===== src/design/srdt_pkg.sv =====
// Shared types, constants and codes for the scan result dedup table.
// Depends on nothing; the top, srdt_ctrl and srdt_dp refer to it by scoped names.
`default_nettype none

package srdt_pkg;

    localparam int TABLE_DEPTH = 32;
    localparam int IDX_W       = (TABLE_DEPTH > 1) ? $clog2(TABLE_DEPTH) : 1;
    localparam int CNT_W       = $clog2(TABLE_DEPTH + 1);
    localparam int GEN_W       = 64;
    localparam int BSSID_W     = 48;
    localparam int SLOT_W      = 5;
    localparam int TOTAL_W     = 6;

    localparam logic [7:0] MAX_SSID_BYTES = 8'd32;
    localparam logic [7:0] MAX_SECURITY   = 8'd3;
    localparam logic [7:0] MAX_BAND       = 8'd1;

    typedef enum logic [1:0] {
        CMD_BEGIN  = 2'd0,
        CMD_ACCEPT = 2'd1,
        CMD_FREEZE = 2'd2,
        CMD_CANCEL = 2'd3
    } cmd_t;

    typedef enum logic [2:0] {
        ST_OK      = 3'd0,
        ST_INVALID = 3'd1,
        ST_STALE   = 3'd2,
        ST_PHASE   = 3'd3,
        ST_IGNORED = 3'd4,
        ST_FULL    = 3'd5
    } status_t;

    typedef enum logic [1:0] {
        PH_IDLE       = 2'd0,
        PH_COLLECTING = 2'd1,
        PH_FROZEN     = 2'd2,
        PH_CANCELLED  = 2'd3
    } phase_t;

    typedef enum logic [1:0] {
        S_IDLE   = 2'd0,
        S_CHECK  = 2'd1,
        S_SCAN   = 2'd2,
        S_COMMIT = 2'd3
    } state_t;

    typedef struct packed {
        cmd_t                command;
        logic [GEN_W-1:0]    generation;
        logic [BSSID_W-1:0]  bssid;
        logic [7:0]          rssi;
        logic [7:0]          ssid_bytes;
        logic [7:0]          security;
        logic [7:0]          band;
        logic [7:0]          channel;
    } req_t;

    typedef struct packed {
        status_t              status;
        logic [SLOT_W-1:0]    slot;
        logic                 store_payload;
        logic [TOTAL_W-1:0]   entry_total;
        logic                 overflowed;
        phase_t               phase;
    } rsp_t;

    typedef struct packed {
        logic [BSSID_W-1:0]  bssid;
        logic [7:0]          rssi;
    } entry_t;

    localparam int ENTRY_W = $bits(entry_t);

    typedef struct packed {
        logic load;
        logic scan_start;
        logic scan;
        logic commit;
    } dp_cmd_t;

    typedef struct packed {
        logic need_scan;
        logic scan_done;
        logic out_free;
    } dp_stat_t;

endpackage

`default_nettype wire


===== src/design/scan_result_dedup_table_top.sv =====
// Top level of the scan result dedup table: controller plus datapath.
// Depends on srdt_pkg, srdt_ctrl, srdt_dp and srdt_ram.
//
// Usage:
//   The req channel (req_valid, req_stall, req) carries one command request:
//   begin, accept, freeze or cancel, with its generation and record fields.
//   The rsp channel (rsp_valid, rsp_stall, rsp) returns exactly one result
//   per request: status, slot, store_payload, entry_total, overflowed, phase.
//   When store_payload is set, write the SSID and payload into an external
//   memory at slot.
//   Begin, freeze, cancel and refused requests go from the check state straight
//   to commit. An accept that reaches the table scans the stored entries one
//   per cycle through the entry RAM read port, stopping at a BSSID match, and
//   then commits; at commit the result is loaded into the output register.
//   req_stall is low again the cycle after the result is loaded, and a new
//   request is taken while the previous result still waits in the output register.
//   A stalled result holds; the block then waits before loading the next one.
//   Reset empties the table, zeroes the session number and returns the phase
//   to idle; no clearing pass is needed.
`default_nettype none

module scan_result_dedup_table_top (
    input  wire logic            clk,
    input  wire logic            rst_n,
    input  wire logic            req_valid,
    output logic                 req_stall,
    input  wire srdt_pkg::req_t  req,
    output logic                 rsp_valid,
    input  wire logic            rsp_stall,
    output srdt_pkg::rsp_t       rsp
);

    srdt_pkg::dp_cmd_t  dp_cmd;
    srdt_pkg::dp_stat_t dp_stat;

    srdt_ctrl u_ctrl (
        .clk       (clk),
        .rst_n     (rst_n),
        .req_valid (req_valid),
        .req_stall (req_stall),
        .stat      (dp_stat),
        .cmd       (dp_cmd)
    );

    srdt_dp u_dp (
        .clk       (clk),
        .rst_n     (rst_n),
        .req       (req),
        .cmd       (dp_cmd),
        .stat      (dp_stat),
        .rsp_valid (rsp_valid),
        .rsp_stall (rsp_stall),
        .rsp       (rsp)
    );

    a_stall_after_accept: assert property (@(posedge clk) disable iff (!rst_n)
        (req_valid && !req_stall) |=> req_stall)
        else $error("request taken while previous one still in work");

    a_store_only_ok: assert property (@(posedge clk) disable iff (!rst_n)
        (rsp_valid && rsp.store_payload) |-> (rsp.status == srdt_pkg::ST_OK))
        else $error("payload store with failing status");

    a_full_sets_flag: assert property (@(posedge clk) disable iff (!rst_n)
        (rsp_valid && rsp.status == srdt_pkg::ST_FULL) |->
            (rsp.overflowed && rsp.entry_total ==
             srdt_pkg::TOTAL_W'(srdt_pkg::TABLE_DEPTH)))
        else $error("full result without truncation or full table");

    a_total_bound: assert property (@(posedge clk) disable iff (!rst_n)
        rsp_valid |-> (rsp.entry_total <= srdt_pkg::TOTAL_W'(srdt_pkg::TABLE_DEPTH)))
        else $error("entry total beyond table depth");

endmodule

`default_nettype wire


===== src/design/srdt_ram.sv =====
// Generic single-write, single-read RAM with registered read data.
// Depends on nothing.
`default_nettype none

module srdt_ram #(
    parameter int WIDTH = 8,
    parameter int DEPTH = 32
) (
    input  wire logic                                    clk,
    input  wire logic                                    wr_en,
    input  wire logic [((DEPTH > 1) ? $clog2(DEPTH) : 1)-1:0] wr_addr,
    input  wire logic [WIDTH-1:0]                        wr_data,
    input  wire logic [((DEPTH > 1) ? $clog2(DEPTH) : 1)-1:0] rd_addr,
    output logic      [WIDTH-1:0]                        rd_data
);

    logic [WIDTH-1:0] mem_reg [DEPTH];
    logic [WIDTH-1:0] rd_data_reg;

    always_ff @(posedge clk)
    begin
        if (wr_en)
        begin
            mem_reg[wr_addr] <= wr_data;
        end
        rd_data_reg <= mem_reg[rd_addr];
    end

    assign rd_data = rd_data_reg;

endmodule

`default_nettype wire


===== src/design/srdt_ctrl.sv =====
// Sequencing state machine: request load, session check, table scan, commit.
// Depends on srdt_pkg.
`default_nettype none

module srdt_ctrl (
    input  wire logic               clk,
    input  wire logic               rst_n,
    input  wire logic               req_valid,
    output logic                    req_stall,
    input  wire srdt_pkg::dp_stat_t stat,
    output srdt_pkg::dp_cmd_t       cmd
);

    srdt_pkg::state_t state_reg;
    srdt_pkg::state_t state_next;

    always_ff @(posedge clk or negedge rst_n)
    begin
        if (!rst_n)
        begin
            state_reg <= srdt_pkg::S_IDLE;
        end
        else
        begin
            state_reg <= state_next;
        end
    end

    always_comb
    begin
        state_next = state_reg;
        cmd        = '0;
        req_stall  = (state_reg != srdt_pkg::S_IDLE);
        case (state_reg)
            srdt_pkg::S_IDLE:
            begin
                if (req_valid)
                begin
                    cmd.load   = 1'b1;
                    state_next = srdt_pkg::S_CHECK;
                end
            end
            srdt_pkg::S_CHECK:
            begin
                if (stat.need_scan)
                begin
                    cmd.scan_start = 1'b1;
                    state_next     = srdt_pkg::S_SCAN;
                end
                else
                begin
                    state_next = srdt_pkg::S_COMMIT;
                end
            end
            srdt_pkg::S_SCAN:
            begin
                cmd.scan = 1'b1;
                if (stat.scan_done)
                begin
                    state_next = srdt_pkg::S_COMMIT;
                end
            end
            srdt_pkg::S_COMMIT:
            begin
                if (stat.out_free)
                begin
                    cmd.commit = 1'b1;
                    state_next = srdt_pkg::S_IDLE;
                end
            end
            default:
            begin
                state_next = srdt_pkg::S_IDLE;
            end
        endcase
    end

endmodule

`default_nettype wire


===== src/design/srdt_dp.sv =====
// Datapath: session registers, request checks, key scan over the entry RAM,
// table update and the result register. Depends on srdt_pkg and srdt_ram.
`default_nettype none

module srdt_dp (
    input  wire logic               clk,
    input  wire logic               rst_n,
    input  wire srdt_pkg::req_t     req,
    input  wire srdt_pkg::dp_cmd_t  cmd,
    output srdt_pkg::dp_stat_t      stat,
    output logic                    rsp_valid,
    input  wire logic               rsp_stall,
    output srdt_pkg::rsp_t          rsp
);

    srdt_pkg::req_t                   req_reg;
    srdt_pkg::phase_t                 phase_reg;
    srdt_pkg::phase_t                 phase_next;
    logic [srdt_pkg::GEN_W-1:0]       sess_reg;
    logic [srdt_pkg::GEN_W-1:0]       sess_next;
    logic [srdt_pkg::CNT_W-1:0]       count_reg;
    logic [srdt_pkg::CNT_W-1:0]       count_next;
    logic                             trunc_reg;
    logic                             trunc_next;

    logic [srdt_pkg::CNT_W-1:0]       idx_reg;
    logic [srdt_pkg::CNT_W-1:0]       idx_next;
    logic                             pend_reg;
    logic                             pend_next;
    logic                             hit_reg;
    logic                             hit_next;
    logic [srdt_pkg::IDX_W-1:0]       pidx_reg;
    logic [srdt_pkg::IDX_W-1:0]       hit_idx_reg;
    logic                             stronger_reg;

    logic                             rsp_valid_reg;
    logic                             rsp_valid_next;
    srdt_pkg::rsp_t                   rsp_reg;
    srdt_pkg::rsp_t                   rsp_next;

    srdt_pkg::status_t                pre_status;
    logic                             gen_zero;
    logic                             collecting;
    logic                             rec_bad;
    logic                             need_scan;
    logic                             scan_done;
    logic                             out_free;

    logic [srdt_pkg::ENTRY_W-1:0]     rd_data;
    srdt_pkg::entry_t                 rd_entry;
    srdt_pkg::entry_t                 wr_entry;
    logic                             cmp_hit;
    logic                             issue;

    logic                             wr_req;
    logic [srdt_pkg::IDX_W-1:0]       wr_addr;
    logic [srdt_pkg::IDX_W-1:0]       slot_idx;
    srdt_pkg::status_t                status_new;

    srdt_ram #(
        .WIDTH (srdt_pkg::ENTRY_W),
        .DEPTH (srdt_pkg::TABLE_DEPTH)
    ) u_entry_ram (
        .clk     (clk),
        .wr_en   (cmd.commit && wr_req),
        .wr_addr (wr_addr),
        .wr_data (wr_entry),
        .rd_addr (idx_reg[srdt_pkg::IDX_W-1:0]),
        .rd_data (rd_data)
    );

    assign rd_entry = rd_data;

    // session and record checks
    always_comb
    begin
        gen_zero   = (req_reg.generation == '0);
        collecting = (phase_reg == srdt_pkg::PH_COLLECTING);
        rec_bad    = (req_reg.ssid_bytes > srdt_pkg::MAX_SSID_BYTES) ||
                     (req_reg.security > srdt_pkg::MAX_SECURITY) ||
                     (req_reg.band > srdt_pkg::MAX_BAND) ||
                     (req_reg.channel == '0);
        case (req_reg.command)
            srdt_pkg::CMD_BEGIN:
            begin
                if (gen_zero)
                    pre_status = srdt_pkg::ST_INVALID;
                else if (collecting)
                    pre_status = srdt_pkg::ST_PHASE;
                else if (req_reg.generation <= sess_reg)
                    pre_status = srdt_pkg::ST_STALE;
                else
                    pre_status = srdt_pkg::ST_OK;
            end
            default:
            begin
                if (gen_zero)
                    pre_status = srdt_pkg::ST_INVALID;
                else if (req_reg.generation != sess_reg)
                    pre_status = srdt_pkg::ST_STALE;
                else if (!collecting)
                    pre_status = srdt_pkg::ST_PHASE;
                else if (req_reg.command == srdt_pkg::CMD_ACCEPT && rec_bad)
                    pre_status = srdt_pkg::ST_INVALID;
                else
                    pre_status = srdt_pkg::ST_OK;
            end
        endcase
        need_scan = (pre_status == srdt_pkg::ST_OK) &&
                    (req_reg.command == srdt_pkg::CMD_ACCEPT);
    end

    // key scan: one read issued per cycle, each compared in the next cycle
    assign cmp_hit   = pend_reg && (rd_entry.bssid == req_reg.bssid);
    assign issue     = cmd.scan && !cmp_hit && (idx_reg != count_reg);
    assign scan_done = cmp_hit || (!pend_reg && (idx_reg == count_reg));
    assign out_free  = !rsp_valid_reg || !rsp_stall;
    assign stat      = {need_scan, scan_done, out_free};

    always_comb
    begin
        idx_next  = idx_reg;
        pend_next = pend_reg;
        hit_next  = hit_reg;
        if (cmd.scan_start)
        begin
            idx_next  = '0;
            pend_next = 1'b0;
            hit_next  = 1'b0;
        end
        else if (cmd.scan)
        begin
            pend_next = issue;
            if (issue)
                idx_next = idx_reg + srdt_pkg::CNT_W'(1);
            if (cmp_hit)
                hit_next = 1'b1;
        end
    end

    // table update and result
    always_comb
    begin
        phase_next     = phase_reg;
        sess_next      = sess_reg;
        count_next     = count_reg;
        trunc_next     = trunc_reg;
        wr_req         = 1'b0;
        wr_addr        = hit_idx_reg;
        slot_idx       = '0;
        status_new     = pre_status;
        wr_entry.bssid = req_reg.bssid;
        wr_entry.rssi  = req_reg.rssi;
        if (pre_status == srdt_pkg::ST_OK)
        begin
            case (req_reg.command)
                srdt_pkg::CMD_BEGIN:
                begin
                    count_next = '0;
                    trunc_next = 1'b0;
                    sess_next  = req_reg.generation;
                    phase_next = srdt_pkg::PH_COLLECTING;
                end
                srdt_pkg::CMD_FREEZE:
                begin
                    phase_next = srdt_pkg::PH_FROZEN;
                end
                srdt_pkg::CMD_CANCEL:
                begin
                    count_next = '0;
                    trunc_next = 1'b0;
                    phase_next = srdt_pkg::PH_CANCELLED;
                end
                srdt_pkg::CMD_ACCEPT:
                begin
                    if (hit_reg)
                    begin
                        if (stronger_reg)
                        begin
                            wr_req   = 1'b1;
                            wr_addr  = hit_idx_reg;
                            slot_idx = hit_idx_reg;
                        end
                        else
                        begin
                            status_new = srdt_pkg::ST_IGNORED;
                        end
                    end
                    else if (count_reg == srdt_pkg::CNT_W'(srdt_pkg::TABLE_DEPTH))
                    begin
                        trunc_next = 1'b1;
                        status_new = srdt_pkg::ST_FULL;
                    end
                    else
                    begin
                        wr_req     = 1'b1;
                        wr_addr    = count_reg[srdt_pkg::IDX_W-1:0];
                        slot_idx   = count_reg[srdt_pkg::IDX_W-1:0];
                        count_next = count_reg + srdt_pkg::CNT_W'(1);
                    end
                end
                default:
                begin
                    status_new = pre_status;
                end
            endcase
        end
        rsp_next.status        = status_new;
        rsp_next.slot          = srdt_pkg::SLOT_W'(slot_idx);
        rsp_next.store_payload = wr_req;
        rsp_next.entry_total   = srdt_pkg::TOTAL_W'(count_next);
        rsp_next.overflowed    = trunc_next;
        rsp_next.phase         = phase_next;

        rsp_valid_next = rsp_valid_reg;
        if (cmd.commit)
            rsp_valid_next = 1'b1;
        else if (!rsp_stall)
            rsp_valid_next = 1'b0;
    end

    always_ff @(posedge clk or negedge rst_n)
    begin
        if (!rst_n)
        begin
            phase_reg     <= srdt_pkg::PH_IDLE;
            sess_reg      <= '0;
            count_reg     <= '0;
            trunc_reg     <= 1'b0;
            idx_reg       <= '0;
            pend_reg      <= 1'b0;
            hit_reg       <= 1'b0;
            rsp_valid_reg <= 1'b0;
        end
        else
        begin
            if (cmd.commit)
            begin
                phase_reg <= phase_next;
                sess_reg  <= sess_next;
                count_reg <= count_next;
                trunc_reg <= trunc_next;
            end
            idx_reg       <= idx_next;
            pend_reg      <= pend_next;
            hit_reg       <= hit_next;
            rsp_valid_reg <= rsp_valid_next;
        end
    end

    always_ff @(posedge clk)
    begin
        if (cmd.load)
            req_reg <= req;
        if (issue)
            pidx_reg <= idx_reg[srdt_pkg::IDX_W-1:0];
        if (cmd.scan && cmp_hit)
        begin
            hit_idx_reg  <= pidx_reg;
            stronger_reg <= ($signed(req_reg.rssi) > $signed(rd_entry.rssi));
        end
        if (cmd.commit)
            rsp_reg <= rsp_next;
    end

    assign rsp_valid = rsp_valid_reg;
    assign rsp       = rsp_reg;

endmodule

`default_nettype wire

===== config.mk =====
export PLATFORM = sky130hd
export DESIGN_NAME = scan_result_dedup_table_top
export DESIGN_NICKNAME = d
export VERILOG_FILES = /design/src/design/srdt_pkg.sv /design/src/design/scan_result_dedup_table_top.sv /design/src/design/srdt_ram.sv /design/src/design/srdt_ctrl.sv /design/src/design/srdt_dp.sv
export SDC_FILE = /design/constraint.sdc
export NUM_CORES = 2
export LEC_CHECK = 0
export BUFFER_PORTS_ARGS = -buffer_cell sky130_fd_sc_hd__buf_2
export CAP_MARGIN = 5
export CORE_ASPECT_RATIO = 2
export CORE_MARGIN = 2
export CORE_UTILIZATION = 32
export DETAILED_ROUTE_END_ITERATION = 10
export GPL_ROUTABILITY_DRIVEN = 0
export PLACE_DENSITY_LB_ADDON = 0.05
export SYNTH_ARGS = -nofsm -noshare
export SYNTH_HDL_FRONTEND = slang
export SYNTH_HIERARCHICAL = 1
export SYNTH_SLANG_ARGS = --single-unit

===== constraint.sdc =====
create_clock -name clk -period 7.8 [get_ports clk]
set_input_delay 0.78 -clock clk [delete_from_list [all_inputs] [get_ports clk]]
set_output_delay 0.78 -clock clk [all_outputs]
set_load 0.005 [all_outputs]

==> Word level (Yosys, flattened, before mapping) <==
Memories as Yosys holds them, arrays and structs flattened. A register that Yosys moved wholly into a read port is not among the register bits.
Cells that the tools add are included.
{ "word_totals": {"ff_bits": 267, "ram_bits": 1792, "out_inout_bits": 20, "elab_cells": 141, "mem_count": 1} }
{ "memory_table": {"columns": ["memory", "depth", "width", "rd", "rd_clocked_by_memory_dff", "wr", "line", "rtl"], "rows": [
  ["u_dp.u_entry_ram.mem_reg", 32, 56, 1, 1, 1, "srdt_ram.sv:17", "logic [WIDTH-1:0] mem_reg [DEPTH];"]
]} }
{ "classes": {"add_sub_neg": 2, "order_cmp": 5, "n_eq_ne": 16, "n_mux": 59, "n_reduce_logical": 32} }
{ "ops": {"columns": ["operator", "n"], "rows": [
  ["64-bit less-or-equal comparator", 1],
  ["64-bit logical NOT", 1],
  ["64-bit inequality test", 1],
  ["48-bit == test", 1],
  ["6-bit two-way mux", 6],
  ["5-bit two-way mux", 7],
  ["3-bit two-way mux", 11],
  ["1-bit two-way mux", 26],
  ["6-bit by 1-bit adder with 6-bit output (second input constant)", 2],
  ["6-bit one-hot mux with 2 select lines", 1],
  ["2-bit two-way mux", 5],
  ["2-bit == test (second input constant)", 4],
  ["8-bit by 1-bit greater-than comparator with 1-bit output (second input constant)", 1],
  ["8-bit by 2-bit greater-than comparator with 1-bit output (second input constant)", 1],
  ["8-bit by 6-bit greater-than comparator with 1-bit output (second input constant)", 1],
  ["8-bit greater-than comparator", 1],
  ["1-bit logical AND", 8],
  ["8-bit logical NOT", 1],
  ["2-bit one-hot mux with 4 select lines", 1],
  ["2-bit nonzero test", 4],
  ["2-bit by 1-bit == test with 1-bit output (second input constant)", 3],
  ["6-bit == test", 1],
  ["6-bit == test (second input constant)", 1],
  ["2-bit by 1-bit inequality test with 1-bit output (second input constant)", 3],
  ["other kinds (11)", 22]
]} }

==> Logic depth before layout (Yosys ltp) <==
{ "depth": {"ltp_word": 16, "mapped_depth": 15, "mapped_depth_nobuf": 14} }

==> Modules after synthesis <==
The synthesis kept the hierarchy.
{ "modules_own_cells": {"columns": ["module", "n_inst", "cells_per_inst", "area_per_inst_um2", "seq_area_each_um2"], "rows": [
  ["srdt_ram", 1, 3917, 70794.1, 54932.7],
  ["srdt_dp", 1, 850, 12022.8, 7457.2],
  ["srdt_ctrl", 1, 23, 214.0, 50.0]
]} }

==> Worst setup path after synthesis <==
Ideal clock, no wire load.
{ "synth_path": {"kind": "register -> register", "from": "register u_dp/req_reg[113] (netlist name)", "to": "memory u_dp/u_entry_ram/mem_reg[28][0] (netlist name) (enable)", "t_arrival_ps": 5814, "t_required_ps": 7330, "setup_slack_ps": 1516, "path_stages_with_launch": 14, "n_path_buf": 2, "period_less_slack_ps": 6284, "cell_sequence": "edfxtp_1 ha_1 a21o_1 a221o_1 a221o_1 o31ai_1 a21oi_2 o21ai_1 or3_1 clkbuf_1 mux2_2 or3b_2 clkbuf_1 nor2_1"} }
{ "synth_between": {"elab_cells_between_ends": 15} }
{ "synth_rtl": {"columns": ["item", "line", "rtl"], "rows": [
  ["start, declared", "srdt_dp.sv:16", "srdt_pkg::req_t req_reg;"],
  ["start signal, assigned", "srdt_dp.sv:254", "req_reg <= req;"],
  ["64-bit less-or-equal comparator", "srdt_dp.sv:90", "else if (req_reg.generation <= sess_reg)"],
  ["2-bit two-way mux", "srdt_dp.sv:90", null],
  ["3-bit two-way mux", "srdt_dp.sv:88", "else if (collecting)"],
  ["3-bit two-way mux", "srdt_dp.sv:86", "if (gen_zero)"],
  ["3-bit two-way mux *", "srdt_dp.sv:83", "case (req_reg.command)"],
  ["3-bit logical NOT *", "srdt_dp.sv:154", "if (pre_status == srdt_pkg::ST_OK)"],
  ["5-bit two-way mux *", "srdt_dp.sv:154", null],
  ["net u_dp.wr_addr (one bit)", "srdt_dp.sv:56", "logic [srdt_pkg::IDX_W-1:0] wr_addr;"],
  ["end, declared", "srdt_ram.sv:17", null]
]} }
The timed path passes the listed nets; every way through them passes the cells marked *.

==> Worst setup path in the final report <==
{ "layout_path": {"from": "register u_dp/req_reg[150] (netlist name)", "to": "memory u_dp/u_entry_ram/mem_reg[6][2] (netlist name) (enable)"} }
Same word-level chain as after synthesis.

==> results.sh <==
export IMPL_status="completed"
export IMPL_maxSlewViolCount=0
export IMPL_crit_path_top_delay_cell="nor2_4"
export IMPL_clockBufferDepth=4
export IMPL_grt_max_degree=103
export IMPL_cts_sinks=2112
export IMPL_worst_r2r_path_depth=14
export IMPL_synthArstFlopShare=0.03977
export IMPL_slew_headroom=0.2038
export IMPL_worst_slew_pin_slew_ps=1183
export IMPL_yosysSeqAreaShare=0.7520
export IMPL_drc=0
export IMPL_crit_chain="ha_1, nand4_1, nor4_1, and3_1, nand4bb_4, nor3_2, and2_2, o21ai_1, buf_4, or3_1, mux2_2, nand3b_1, nor2_4, buf_4"
export IMPL_tns_ps=0
export IMPL_route_antenna_remaining_nets=0
export IMPL_grtUsageTotal=0.1863
export IMPL_synthCells=4790
export IMPL_layout_nets=5407
export IMPL_min_path_cells=1
export IMPL_period_share=0.7468
export IMPL_layout_cells_most_common="edfxtp_1"
export IMPL_first_iter_violations=2524
export IMPL_cp_required_ps=8300
export IMPL_end_kind="flop"
export IMPL_p_per_area_mw_per_mm2=325.6
export IMPL_die_area_mm2=0.2638
export IMPL_cp_arrival_ps=6320
export IMPL_grt_overflow=0
export IMPL_layout_common_cells="1,972 x edfxtp_1, 898 x mux2i_1, 210 x clkbuf_16"
export IMPL_cpPeakStageDelay_ps=740
export IMPL_cts_htree_levels=4
export IMPL_crit_top_cell="buf_4"
export IMPL_cp_max_fo=15
export IMPL_drt_pre_antenna_iters=5
export IMPL_cts_tree="built"
export IMPL_syn_avg_cell_area_um2=17.33
export IMPL_die_h_um=724.4
export IMPL_core_area_mm2=0.2583
export IMPL_std_cell_rows=264
export IMPL_min_period_ps=5825
export IMPL_largest_reg_flops=1792
export IMPL_path_class="reg2reg"
export IMPL_p_leak_nw=33.57
export IMPL_wl_per_cell_um=28.13
export IMPL_portBuffers=174
export IMPL_cts_root_buf="clkbuf_16"
export IMPL_ys_ff_latch=2112
export IMPL_start_kind="flop"
export IMPL_area_delta_synth_final_pct=15.25
export IMPL_grt_pass1_wl_mm=348.0
export IMPL_yosysWarnings=6
export IMPL_die_x_um=364.2
export IMPL_ys_types=66
export IMPL_finalSetupViolCount=0
export IMPL_wirelength_mm=247.3
export IMPL_antenna_found_initial=6
export IMPL_syn_area_mm2=0.08303
export IMPL_utilization=0.3705
export IMPL_initial_core_util=0.3214
export IMPL_cts_repair_resized=0
export IMPL_rsz0062_at_grt="false"
export IMPL_dp_hpwl_mm=136.9
export IMPL_hold_viol=0
export IMPL_fin_skew_ps=38.11
export IMPL_maxCapViolCount=0
export IMPL_cts_buffers=208
export IMPL_io_pins=178
export IMPL_grt_pass1_vias=46180
export IMPL_syn_nets=5033
export IMPL_drive_gt1_frac=0.1433
export IMPL_synth_edf_count=1972
export IMPL_route_vias_total=43600
export IMPL_hold_class="in2reg"
export IMPL_fmax_ghz=0.1717
export IMPL_ir_drop_uv=254.5
export IMPL_viasPerCell=4.960
export IMPL_insertion_delay_ps=880
export IMPL_path_clk_slew_ps=70
export IMPL_synth_ff_type="edfxtp_1"
==> power by group <==
| group | total (mW) | leakage (nW) | internal, mW | switching (mW) |
|---|---|---|---|---|
| clock | 9.82 | 3.17 | 5.43 | 4.39 |
| combinational | 8.05 | 11.1 | 2.79 | 5.26 |
| sequential | 13.3 | 19.4 | 13.0 | 0.281 |
==> final timing paths <==
path / to / startpoint / slack [ps]
worst max-delay path: u_dp/u_entry_ram/mem_reg[6][2]$_DFFE_PP_ / u_dp/req_reg[150]$_DFFE_PP_ / 1980
worst min-delay path: u_dp/req_reg[61]$_DFFE_PP_ / req[61] / 80
min in group asynchronous: u_dp/sess_reg[46]$_DFFE_PN0P_ / rst_n / 420
max in group asynchronous: u_dp/idx_reg[0]$_DFFE_PN0P_ / rst_n / 6040
worst min register to register: u_dp/hit_idx_reg[1]$_DFFE_PP_ / u_dp/pidx_reg[1]$_DFFE_PP_ / 420
worst max register to register: u_dp/u_entry_ram/mem_reg[6][2]$_DFFE_PP_ / u_dp/req_reg[150]$_DFFE_PP_ / 1980
==> what timing repair did <==
item                                   4_1_cts  5_1_grt
endpoints found under the hold margin       91        0
setup buffers                                0        0
hold buffers                                61        0
==> synth_stat cells (10+ instances only) <==
library cell | count | share of area
inv_1 | 88 | 0.0040
nor3_1 | 63 | 0.0038
nand3_1 | 194 | 0.012
a22o_1 | 112 | 0.012
dfrtp_1 | 84 | 0.025
xor2_1 | 55 | 0.0058
ha_1 | 85 | 0.013
nor2_1 | 58 | 0.0026
dfxtp_1 | 56 | 0.014
o21ai_0 | 29 | 0.0017
buf_8 | 10 | 0.0018
nor4_1 | 36 | 0.0027
nand4_1 | 22 | 0.0017
buf_2 | 39 | 0.0024
mux2i_1 | 898 | 0.11
buf_6 | 42 | 0.0057
a21oi_1 | 197 | 0.012
a22oi_1 | 170 | 0.015
nand2_1 | 203 | 0.0092
a31oi_1 | 57 | 0.0043
edfxtp_1 | 1972 | 0.71
mux2_4 | 59 | 0.011
buf_4 | 53 | 0.0048
clkbuf_1 | 91 | 0.0041
==> stage by stage <==
step	hold slack (ps)	std cells	setup slack, ps	power (mW)	cell area, µm²
after floorplan	400.3	4790	1516	18.92	83030
after global placement	406.3	8351	1923	21.82	88610
after global routing	22.68	8791	1633	32.57	95700
after detailed placement	406.8	8351	1852	21.83	88610
final	80.78	8791	1975	31.16	95700
after CTS	0.05618	8790	1821	31.80	95690
==> cell type report <==
cell class,instances,area (µm²)
inverters,88,330.3
clock buffers,294,5831
clock inverters,84,639.4
well taps,3458,4327
flip-flops and latches,2112,62440
diodes,1,2.502
fillers,24380,162600
multi-input cells,2346,18990
repair buffers,408,3133
==> worst max-delay path, delay by kind of cell (launching register included) <==
family	cells	cell delay, ps
muxes	1	360
and+or+nand+nor	9	3490
adders and majority gates	1	350
buffers and inverters	2	710
AOI/OAI and AO/OA	1	60
DFF	1	420
==> logic make-up after synthesis <==
kind of cell	share of synthesized area
compound gates	0.04913
xor+xnor	0.006223
fa+ha+maj	0.01281
buf+inv	0.02315
flops	0.7520
mux	0.1201
simple gates	0.03654
==> metal layers <==
metal,wire (µm),vias to the layer above,track usage
met1,96410,23090,0.2135
met2,137600,683,0.3619
met4,6249,4,0.04794
li1,-,19520,-
met5,27,-,0
met3,6986,309,0.02051
Power figures use the tool's default switching activity.
